**src/hdl/targa_rle_packet_encoder_macros.svh**
```systemverilog
// Assertion shorthands for the RLE packet encoder.
// Both expect aclk and aresetn in scope.
`ifndef TARGA_RLE_PACKET_ENCODER_MACROS_SVH
`define TARGA_RLE_PACKET_ENCODER_MACROS_SVH

// Same-cycle implication.
`define TRLE_ASSERT_NOW(label, ante, cons, msg) \
    label: assert property (@(posedge aclk) disable iff (!aresetn) (ante) |-> (cons)) \
        else $error(msg);

// Next-cycle implication.
`define TRLE_ASSERT_NEXT(label, ante, cons, msg) \
    label: assert property (@(posedge aclk) disable iff (!aresetn) (ante) |=> (cons)) \
        else $error(msg);

`endif

```
**src/hdl/trle_pkg.sv**
```systemverilog
`timescale 1ns / 1ps

package trle_pkg;

    localparam int RUN_THRESH = 2;
    localparam logic [7:0] RUN_FLAG = 8'h80;
    localparam int HDR_CNT_W = 7;

    typedef struct packed {
        logic [7:0] in_byte;
        logic       last_in_block;
    } trle_in_t;

    typedef struct packed {
        logic [63:0] out_bytes;
        logic [3:0]  byte_count;
        logic        last_of_item;
        logic        block_done;
    } trle_out_t;

    // Packet state updates.
    typedef enum logic [2:0] {
        OP_NONE,
        OP_OPEN,
        OP_EQ,
        OP_DIFF,
        OP_CLOSE,
        OP_CLEAR
    } trle_op_t;

    typedef struct packed {
        logic     load;
        logic     from_in;
        logic     hdr;
        logic     adv;
        logic     seg_close;
        trle_op_t op;
    } trle_cmd_t;

    typedef struct packed {
        logic full;
        logic open;
        logic eq;
        logic is_run;
        logic rep_one;
        logic fill_gt3;
        logic last;
        logic body_last;
    } trle_stat_t;

    typedef struct packed {
        logic valid;
        logic item_end;
        logic block_end;
    } trle_emit_t;

endpackage

```
**src/hdl/trle_ctrl.sv**
```systemverilog
`timescale 1ns / 1ps

module trle_ctrl (
    input  logic               aclk,
    input  logic               aresetn,
    input  logic               s_valid,
    output logic               s_ready,
    input  trle_pkg::trle_stat_t stat,
    input  logic               byte_ready,
    output trle_pkg::trle_cmd_t  cmd,
    output trle_pkg::trle_emit_t emit
);
    import trle_pkg::*;

    typedef enum logic [1:0] {
        S_IDLE,
        S_HDR,
        S_BODY
    } state_t;

    typedef enum logic [1:0] {
        PH_FULL,
        PH_CLOSE,
        PH_BREAK,
        PH_LAST
    } phase_t;

    state_t state_reg, state_next;
    phase_t phase_reg, phase_next;
    logic   close_lit;
    logic   run_break;

    always_comb begin
        state_next     = state_reg;
        phase_next     = phase_reg;
        s_ready        = 1'b0;
        cmd.load       = 1'b0;
        cmd.from_in    = 1'b0;
        cmd.hdr        = 1'b0;
        cmd.adv        = 1'b0;
        cmd.seg_close  = (phase_reg == PH_CLOSE);
        cmd.op         = OP_NONE;
        emit.valid     = 1'b0;
        emit.item_end  = 1'b0;
        emit.block_end = 1'b0;

        // third equal byte behind a literal, or a differing byte behind a run
        close_lit = !stat.full && !stat.open && stat.eq && stat.rep_one && stat.fill_gt3;
        run_break = !stat.full && !stat.open && !stat.eq && stat.is_run;

        unique case (state_reg)
            S_IDLE: begin
                s_ready     = 1'b1;
                cmd.from_in = 1'b1;
                if (s_valid) begin
                    cmd.load = 1'b1;
                    if (stat.full) begin
                        phase_next = PH_FULL;
                        state_next = S_HDR;
                    end else if (close_lit) begin
                        phase_next = PH_CLOSE;
                        state_next = S_HDR;
                    end else if (run_break) begin
                        phase_next = PH_BREAK;
                        state_next = S_HDR;
                    end else begin
                        if (stat.open) begin
                            cmd.op = OP_OPEN;
                        end else if (stat.eq) begin
                            cmd.op = OP_EQ;
                        end else begin
                            cmd.op = OP_DIFF;
                        end
                        if (stat.last) begin
                            phase_next = PH_LAST;
                            state_next = S_HDR;
                        end
                    end
                end
            end
            S_HDR: begin
                emit.valid = 1'b1;
                cmd.hdr    = 1'b1;
                cmd.adv    = byte_ready;
                if (byte_ready) begin
                    state_next = S_BODY;
                end
            end
            S_BODY: begin
                emit.valid     = 1'b1;
                emit.item_end  = stat.body_last && (phase_reg == PH_LAST || !stat.last);
                emit.block_end = emit.item_end && stat.last;
                cmd.adv        = byte_ready;
                if (byte_ready && stat.body_last) begin
                    unique case (phase_reg) inside
                        PH_LAST: begin
                            cmd.op     = OP_CLEAR;
                            state_next = S_IDLE;
                        end
                        PH_FULL, PH_BREAK, PH_CLOSE: begin
                            cmd.op = (phase_reg == PH_CLOSE) ? OP_CLOSE : OP_OPEN;
                            if (stat.last) begin
                                phase_next = PH_LAST;
                                state_next = S_HDR;
                            end else begin
                                state_next = S_IDLE;
                            end
                        end
                        default: state_next = S_IDLE;
                    endcase
                end
            end
            default: state_next = S_IDLE;
        endcase
    end

    always_ff @(posedge aclk) begin
        if (!aresetn) begin
            state_reg <= S_IDLE;
            phase_reg <= PH_LAST;
        end else begin
            state_reg <= state_next;
            phase_reg <= phase_next;
        end
    end

endmodule

```
**src/hdl/trle_dpath.sv**
```systemverilog
`timescale 1ns / 1ps

module trle_dpath #(
    parameter int MAX_PACKET = 128
) (
    input  logic                 aclk,
    input  logic                 aresetn,
    input  trle_pkg::trle_in_t   s_item,
    input  trle_pkg::trle_cmd_t  cmd,
    output trle_pkg::trle_stat_t stat,
    output logic [7:0]           byte_data
);
    import trle_pkg::*;

    localparam int AW = $clog2(MAX_PACKET);
    localparam int FW = $clog2(MAX_PACKET + 2);
    localparam int RW = $clog2(MAX_PACKET);

    logic [7:0]    store_mem [MAX_PACKET];
    logic [7:0]    rd_data_reg;
    logic [FW-1:0] idx_reg;
    logic [7:0]    cur_byte_reg;
    logic          cur_last_reg;
    logic [FW-1:0] fill_reg, fill_next;
    logic [RW-1:0] repeat_reg, repeat_next;
    logic [7:0]    match_reg, match_next;

    logic [7:0]    work_byte;
    logic [FW-1:0] fill_m1;
    logic [FW-1:0] seg_len;
    logic [FW-1:0] seg_len_m1;
    logic          run_kind;
    logic [7:0]    hdr_byte;
    logic          wr_en;
    logic [AW-1:0] wr_addr;
    logic          rd_en;
    logic [AW-1:0] rd_addr;

    always_comb begin
        work_byte = cmd.from_in ? s_item.in_byte : cur_byte_reg;
        fill_m1   = fill_reg - FW'(1);

        stat.full     = (fill_reg == FW'(MAX_PACKET + 1));
        stat.open     = (fill_reg <= FW'(1));
        stat.eq       = (work_byte == match_reg);
        stat.is_run   = (repeat_reg >= RW'(RUN_THRESH));
        stat.rep_one  = (repeat_reg == RW'(1));
        stat.fill_gt3 = (fill_reg > FW'(RUN_THRESH + 1));
        stat.last     = cmd.from_in ? s_item.last_in_block : cur_last_reg;

        // closing a literal leaves the two bytes that start the run behind
        seg_len    = cmd.seg_close ? fill_reg - FW'(RUN_THRESH + 1) : fill_m1;
        seg_len_m1 = seg_len - FW'(1);
        run_kind   = !cmd.seg_close && stat.is_run;
        stat.body_last = run_kind || (idx_reg == seg_len);

        hdr_byte  = (run_kind ? RUN_FLAG : 8'h00) | {1'b0, HDR_CNT_W'(seg_len_m1)};
        byte_data = cmd.hdr ? hdr_byte : (run_kind ? match_reg : rd_data_reg);

        fill_next   = fill_reg;
        repeat_next = repeat_reg;
        match_next  = match_reg;
        wr_en       = 1'b0;
        wr_addr     = fill_m1[AW-1:0];
        unique case (cmd.op)
            OP_NONE: begin
            end
            OP_OPEN: begin
                repeat_next = '0;
                match_next  = work_byte;
                fill_next   = FW'(2);
                wr_en       = 1'b1;
                wr_addr     = '0;
            end
            OP_EQ: begin
                repeat_next = repeat_reg + RW'(1);
                fill_next   = fill_reg + FW'(1);
                wr_en       = 1'b1;
            end
            OP_DIFF: begin
                repeat_next = '0;
                match_next  = work_byte;
                fill_next   = fill_reg + FW'(1);
                wr_en       = 1'b1;
            end
            OP_CLOSE: begin
                // run body is never read back from the store
                repeat_next = RW'(RUN_THRESH);
                fill_next   = FW'(RUN_THRESH + 2);
            end
            OP_CLEAR: begin
                repeat_next = '0;
                match_next  = '0;
                fill_next   = FW'(1);
            end
            default: begin
            end
        endcase

        rd_en   = cmd.adv && (cmd.hdr || !stat.body_last);
        rd_addr = cmd.hdr ? '0 : idx_reg[AW-1:0];
    end

    always_ff @(posedge aclk) begin
        if (!aresetn) begin
            fill_reg   <= FW'(1);
            repeat_reg <= '0;
            match_reg  <= '0;
        end else begin
            fill_reg   <= fill_next;
            repeat_reg <= repeat_next;
            match_reg  <= match_next;
        end
    end

    always_ff @(posedge aclk) begin
        if (cmd.load) begin
            cur_byte_reg <= s_item.in_byte;
            cur_last_reg <= s_item.last_in_block;
        end
        if (cmd.adv) begin
            if (cmd.hdr) begin
                idx_reg <= FW'(1);
            end else if (!stat.body_last) begin
                idx_reg <= idx_reg + FW'(1);
            end
        end
    end

    always_ff @(posedge aclk) begin
        if (wr_en) begin
            store_mem[wr_addr] <= work_byte;
        end
        if (rd_en) begin
            rd_data_reg <= store_mem[rd_addr];
        end
    end

endmodule

```
**src/hdl/trle_pack.sv**
```systemverilog
`timescale 1ns / 1ps

module trle_pack #(
    parameter int OUT_WORD_BYTES = 8
) (
    input  logic                 aclk,
    input  logic                 aresetn,
    input  trle_pkg::trle_emit_t emit,
    input  logic [7:0]           byte_data,
    output logic                 byte_ready,
    output logic                 m_valid,
    input  logic                 m_ready,
    output trle_pkg::trle_out_t  m_item
);
    import trle_pkg::*;

    localparam int CW = $clog2(OUT_WORD_BYTES + 1);
    localparam int WW = OUT_WORD_BYTES * 8;

    logic [WW-1:0] asm_word_reg;
    logic [CW-1:0] asm_cnt_reg;
    logic          m_valid_reg;
    trle_out_t     m_item_reg;

    logic [WW-1:0] word_next;
    logic [CW-1:0] cnt_inc;
    logic          word_end;
    logic          take;
    logic          push;

    always_comb begin
        for (int l = 0; l < OUT_WORD_BYTES; l++) begin
            if (CW'(l) == asm_cnt_reg) begin
                word_next[l*8 +: 8] = byte_data;
            end else if (CW'(l) < asm_cnt_reg) begin
                word_next[l*8 +: 8] = asm_word_reg[l*8 +: 8];
            end else begin
                word_next[l*8 +: 8] = 8'h00;
            end
        end
        cnt_inc    = asm_cnt_reg + CW'(1);
        word_end   = (asm_cnt_reg == CW'(OUT_WORD_BYTES - 1)) || emit.item_end;
        // hold the byte while a finished word cannot move to the output stage
        byte_ready = !word_end || !m_valid_reg || m_ready;
        take       = emit.valid && byte_ready;
        push       = take && word_end;
    end

    always_ff @(posedge aclk) begin
        if (!aresetn) begin
            asm_cnt_reg <= '0;
            m_valid_reg <= 1'b0;
        end else begin
            if (take) begin
                asm_cnt_reg <= push ? '0 : cnt_inc;
            end
            if (push) begin
                m_valid_reg <= 1'b1;
            end else if (m_ready) begin
                m_valid_reg <= 1'b0;
            end
        end
    end

    always_ff @(posedge aclk) begin
        if (take) begin
            asm_word_reg <= word_next;
        end
        if (push) begin
            m_item_reg.out_bytes    <= 64'(word_next);
            m_item_reg.byte_count   <= 4'(cnt_inc);
            m_item_reg.last_of_item <= emit.item_end;
            m_item_reg.block_done   <= emit.block_end;
        end
    end

    assign m_valid = m_valid_reg;
    assign m_item  = m_item_reg;

endmodule

```
**src/hdl/targa_rle_packet_encoder.sv**
```systemverilog
`timescale 1ns / 1ps
// Targa RLE packet encoder.
// s_ channel: one uncompressed byte per transaction, last_in_block marks the
// final byte of a block. m_ channel: up to OUT_WORD_BYTES compressed bytes per
// transaction, first byte in bits 7:0, byte_count valid bytes, unused bytes zero;
// last_of_item flags the final word caused by an input byte, block_done the
// final word of a block.
// Timing: a byte that emits nothing leaves the encoder in S_IDLE, ready for the
// next byte. A byte that emits is followed by the header and body bytes of its
// packets on the single byte-wide emit path, which reads the packet store one
// entry per cycle while the packer does not stall. s_ready stays low until the
// last compressed byte of the transaction is packed. A word shows on m_ in the
// cycle after its last byte is packed.
// Reset (synchronous, aresetn low): no packet open, output register empty.
// The packet store needs no clearing pass; it is always written before read.
// Stall: a waiting m_ word holds in the output register; packing pauses only
// when a further word is complete and the register is still occupied.
module targa_rle_packet_encoder #(
    parameter int MAX_PACKET     = 128,
    parameter int OUT_WORD_BYTES = 8
) (
    input  logic                aclk,
    input  logic                aresetn,
    input  logic                s_valid,
    output logic                s_ready,
    input  trle_pkg::trle_in_t  s_item,
    output logic                m_valid,
    input  logic                m_ready,
    output trle_pkg::trle_out_t m_item
);
    import trle_pkg::*;

`include "targa_rle_packet_encoder_macros.svh"

    trle_cmd_t  cmd;
    trle_stat_t stat;
    trle_emit_t emit;
    logic [7:0] byte_data;
    logic       byte_ready;

    // Sequencer: decide the packet action per byte and walk header/body bytes.
    trle_ctrl u_ctrl (
        .aclk       (aclk),
        .aresetn    (aresetn),
        .s_valid    (s_valid),
        .s_ready    (s_ready),
        .stat       (stat),
        .byte_ready (byte_ready),
        .cmd        (cmd),
        .emit       (emit)
    );

    // Packet state, packet store and compressed-byte mux.
    trle_dpath #(
        .MAX_PACKET (MAX_PACKET)
    ) u_dpath (
        .aclk      (aclk),
        .aresetn   (aresetn),
        .s_item    (s_item),
        .cmd       (cmd),
        .stat      (stat),
        .byte_data (byte_data)
    );

    // Gather bytes into words and hold them in the output register.
    trle_pack #(
        .OUT_WORD_BYTES (OUT_WORD_BYTES)
    ) u_pack (
        .aclk       (aclk),
        .aresetn    (aresetn),
        .emit       (emit),
        .byte_data  (byte_data),
        .byte_ready (byte_ready),
        .m_valid    (m_valid),
        .m_ready    (m_ready),
        .m_item     (m_item)
    );

    // Never take a new byte while the previous one is still being emitted.
    `TRLE_ASSERT_NOW(a_no_accept_while_emit, emit.valid, !s_ready, "input accepted during emission")

    // The closing byte of a transaction must land as a flagged output word.
    `TRLE_ASSERT_NEXT(a_item_end_lands, emit.valid && emit.item_end && byte_ready, m_valid && m_item.last_of_item, "item end word missing")

    // A block end word is always the last word of its input byte.
    `TRLE_ASSERT_NOW(a_done_is_item_end, m_valid && m_item.block_done, m_item.last_of_item, "block_done without last_of_item")

    // Word fill stays within the configured word size.
    `TRLE_ASSERT_NOW(a_count_range, m_valid, (m_item.byte_count != 4'd0) && (m_item.byte_count <= 4'(OUT_WORD_BYTES)), "byte_count out of range")

endmodule

```
**config.mk**
```make
export PLATFORM = sky130hd
export DESIGN_NAME = targa_rle_packet_encoder
export DESIGN_NICKNAME = d
export VERILOG_FILES = /design/src/hdl/trle_pkg.sv /design/src/hdl/trle_ctrl.sv /design/src/hdl/trle_dpath.sv /design/src/hdl/trle_pack.sv /design/src/hdl/targa_rle_packet_encoder.sv
export VERILOG_INCLUDE_DIRS = /design/src /design/src/hdl
export SDC_FILE = /design/constraint.sdc
export NUM_CORES = 2
export LEC_CHECK = 0
export BUFFER_PORTS_ARGS = -buffer_cell sky130_fd_sc_hd__buf_4
export CAP_MARGIN = 20
export CORE_MARGIN = 2
export CORE_UTILIZATION = 51
export CTS_CLUSTER_DIAMETER = 60
export DETAILED_ROUTE_END_ITERATION = 12
export PLACE_DENSITY = 0.69
export SYNTH_ARGS = -nofsm -noshare
export SYNTH_HDL_FRONTEND = slang
export SYNTH_HIERARCHICAL = 1
export SYNTH_SLANG_ARGS = --single-unit
export TNS_END_PERCENT = 5
```
**constraint.sdc**
```tcl
create_clock -name aclk -period 5.1 [get_ports aclk]
set_input_delay 0.51 -clock aclk [delete_from_list [all_inputs] [get_ports aclk]]
set_output_delay 0.51 -clock aclk [all_outputs]
set_load 0.005 [all_outputs]
```
==> run metrics <==
Final period util 95.4%; GRT Total Usage a little over a quarter; syn_area_per_cell between 15 and 20 um^2; Place WS -0.0805 ns; leading cell type in the layout, fill and taps excluded edfxtp_1; Final ANT Viol Nets 0; clk buf depth 3; Ys Warns 6; Worst Path Required ~5.5 ns; final worst slack approximately 0.23 ns; Setup TNS 0 ns; Layout Nets between 3000 and 4000; Hold Crit Depth 2; RePlAce Congestion approximately 0.95; Final Total Pwr 0.0334 W; power density over the cells about 580 mW/mm^2; Ports 85; final number of max-transition violations 0; Max VDD drop around 0.00044 V; worst hold endpoint u_dpath/fill_reg[0]; asr flop ratio synth 0%; final hold vios 0; total grt overflow 0; met3 routed WL around 12000 um; die height roughly 320 um; leakage power ~19 nW; Vias/cell ~6.4; clk sinks approximately 1200; post-CTS setup buffers 0; Final Critical Period slightly below 5 ns; number of synthesized register bits 1215; reg-to-reg slack, setup between 0.2 and 0.25 ns; DR vias just over 30000; worst skew pair latency about 0.70 ns; Worst-path clk slew 0.07 ns; headroom to the max-slew limit between 20% and 30%; Tightest Hold Check Type in2reg; Post-Route WL between 100000 and 150000 um; I/O Buffers 84; Slew @ Worst Pin 1.15 ns; die area between 0.1 and 0.15 mm^2; row cnt between 100 and 150; unrepaired setup endpoints after global routing yes; max-cap check violation count 0; min-delay src aresetn; Worst Path Arrival 5.22 ns; sequential element share of the synthesized area around 72%; Post-synth EDFFs approximately 1200; critical path class reg2reg; vias in the first global route 29600; Synth Flop Type edfxtp_1; startpoint types flip-flop; met2 WL 64600 um; fillers around 7100; placed inst area roughly 0.053 mm^2; First DRT Iteration DRCs about 4000; max layer used met4; WL/cell 28.9 um; Worst Hold Slack ~0.19 ns; final setup vio count 0; Post-Syn Area approximately 0.050 mm^2; router iterations before antenna repair 7; Yosys cell types 80; most frequent cells in the layout edfxtp_1, mux2i_1, buf_4; max reg flops slightly above 1000; maximum clock frequency 0.205 GHz; H-tree levels 3; CP Capture Type flip-flop; global-route wire length before repair 197000 um; Post-Synthesis Cells roughly 3200; CTS tree built; die width 317 um; status finished, final reports clean; Metal-1 WL around 54000 um; FF-to-FF End u_dpath/store_mem[124][3]; largest net degree at the start of global routing 173; Area Overhead vs Synth 15.0%; initial antenna violation count 0; root buffer cell clkbuf_16; CP Max Fanout 8; r2r worst-path depth 19; layout cells sized above 1 20.3%; Syn Nets 3259; finished layout cell area approximately 0.057 mm^2; Initial Utilization between 50% and 60%; Num CTS Buffers between 100 and 150; Core ar. just under 0.1 mm^2; Worst R2R Start u_dpath/fill_reg[1]; Post-route DRC 0; Layout Skew 0.0293 ns; hpwl dp around 84000 um
## power by group
| group | leakage, nW | internal, W | switching [W] |
|---|---|---|---|
| logic | 5.93 | 0.00365 | 0.00840 |
| clock network | 1.88 | 0.00500 | 0.00369 |
| registers | 10.9 | 0.0124 | 0.000255 |
| total | 18.8 | 0.0211 | 0.0123 |
## synthesized netlist by cell type (5+ instances only)
library cell | n | area (um^2)
o22a_1 | 7 | 61.3
mux2i_1 | 225 | 2250
a221oi_1 | 50 | 438
dfxtp_1 | 32 | 641
a211oi_1 | 31 | 233
a211o_1 | 16 | 140
and3_1 | 9 | 56.3
buf_1 | 19 | 71.3
o22ai_1 | 62 | 388
a21oi_1 | 90 | 450
nand3_1 | 49 | 245
nand4_1 | 12 | 75.1
nand2b_1 | 25 | 156
mux4_2 | 18 | 405
nor2_1 | 192 | 721
a22o_1 | 71 | 622
inv_1 | 19 | 71.3
buf_2 | 76 | 380
ha_1 | 17 | 213
edfxtp_1 | 1183 | 35500
a32oi_1 | 10 | 87.6
o311ai_0 | 8 | 70.1
buf_4 | 7 | 52.6
a22oi_1 | 85 | 638
o21a_1 | 13 | 97.6
a221o_1 | 8 | 80.1
nor3b_1 | 10 | 75.1
xnor2_1 | 29 | 254
clkbuf_1 | 116 | 435
buf_6 | 5 | 56.3
nand2_1 | 201 | 754
a31oi_1 | 16 | 100
nor3_1 | 13 | 65.1
o21ai_0 | 115 | 576
a32o_1 | 22 | 220
mux2_2 | 103 | 1160
o211ai_1 | 42 | 315
o221ai_1 | 46 | 403
and3b_1 | 8 | 70.1
a2bb2oi_1 | 9 | 78.8
xor2_1 | 15 | 131
or3_1 | 12 | 75.1
nor2b_1 | 56 | 350
and2_1 | 16 | 100
## stage by stage
step | std cells | utilization [%]
global route | 4728 | 59.2
floorplan | 3229 | -
global placement | 4495 | 54.8
finish | 4729 | 59.2
CTS | 4725 | 59.0
detailed placement | 4495 | 54.8
## worst max-delay path by stage
stage | start | end | cells after the start
floorplan | u_dpath/fill_reg[0] | u_dpath/store_mem[19][0] | 22
global placement | u_dpath/fill_reg[1] | u_dpath/store_mem[122][2] | 20
detailed placement | u_dpath/fill_reg[1] | u_dpath/store_mem[122][3] | 20
CTS | u_dpath/fill_reg[1] | u_dpath/store_mem[11][4] | 20
global route | u_dpath/fill_reg[1] | u_dpath/store_mem[120][5] | 19
finish | u_dpath/fill_reg[1] | u_dpath/store_mem[124][3] | 19
## cells by family (layout without fill, tap and decap cells)
family | Yosys count | after routing | synth area share, %
buf+inv | 247 | 470 | 2.18
other cells | 0 | 1 | 0
fa+ha+maj | 17 | 17 | 0.426
xor+xnor | 44 | 44 | 0.772
simple gates | 629 | 629 | 5.92
compound gates | 731 | 731 | 10.6
mux | 346 | 346 | 7.65
flops | 1215 | 1215 | 72.5
## timing repair
action                                  in CTS  in global routing
pin swaps                                    0                 11
endpoints found under the setup margin     120               1024
hold endpoints to repair                     9                  0
resized for setup                            8                 49
hold buffers                                 9                  0
## worst max-delay path: stages, from the launching register on
cell and delay [ns]:
dfxtp_2 0.38, inv_1 0.08, ha_1 0.19, or2_1 0.24, and3b_1 0.23, or3_1 0.33, a211o_1 0.31, a2111o_1 0.46
o21bai_4 0.16, nand2_1 0.08, nor2_2 0.11, o21ai_1 0.09, nand3_1 0.16, o22ai_1 0.10, nor2b_2 0.20, and2_2 0.29
nor3_2 0.19, buf_4 0.16, nand2_2 0.30, nor2_2 0.44
## final cells by class
type                            instances  area, um^2  share of cell area, %
Clock buffer                          139        3140                   5.47
Inverter                               24        90.1                  0.157
Clock inverter                         82         754                   1.32
Timing Repair Buffer                  225        1890                   3.29
Tap cell                             1276        1600                   2.78
Sequential cell                      1215       36200                   63.0
Antenna cell                            1        2.50                0.00436
Multi-Input combinational cell       1767       13700                   23.9
## metal layers
layer,GRT usage (%),vias up
li1,-,13000
met1,35.9,15300
met2,43.0,1707
met3,5.37,317
met4,11.2,0
met5,0,-
Note: power is estimated with default switching activity, not from simulation.
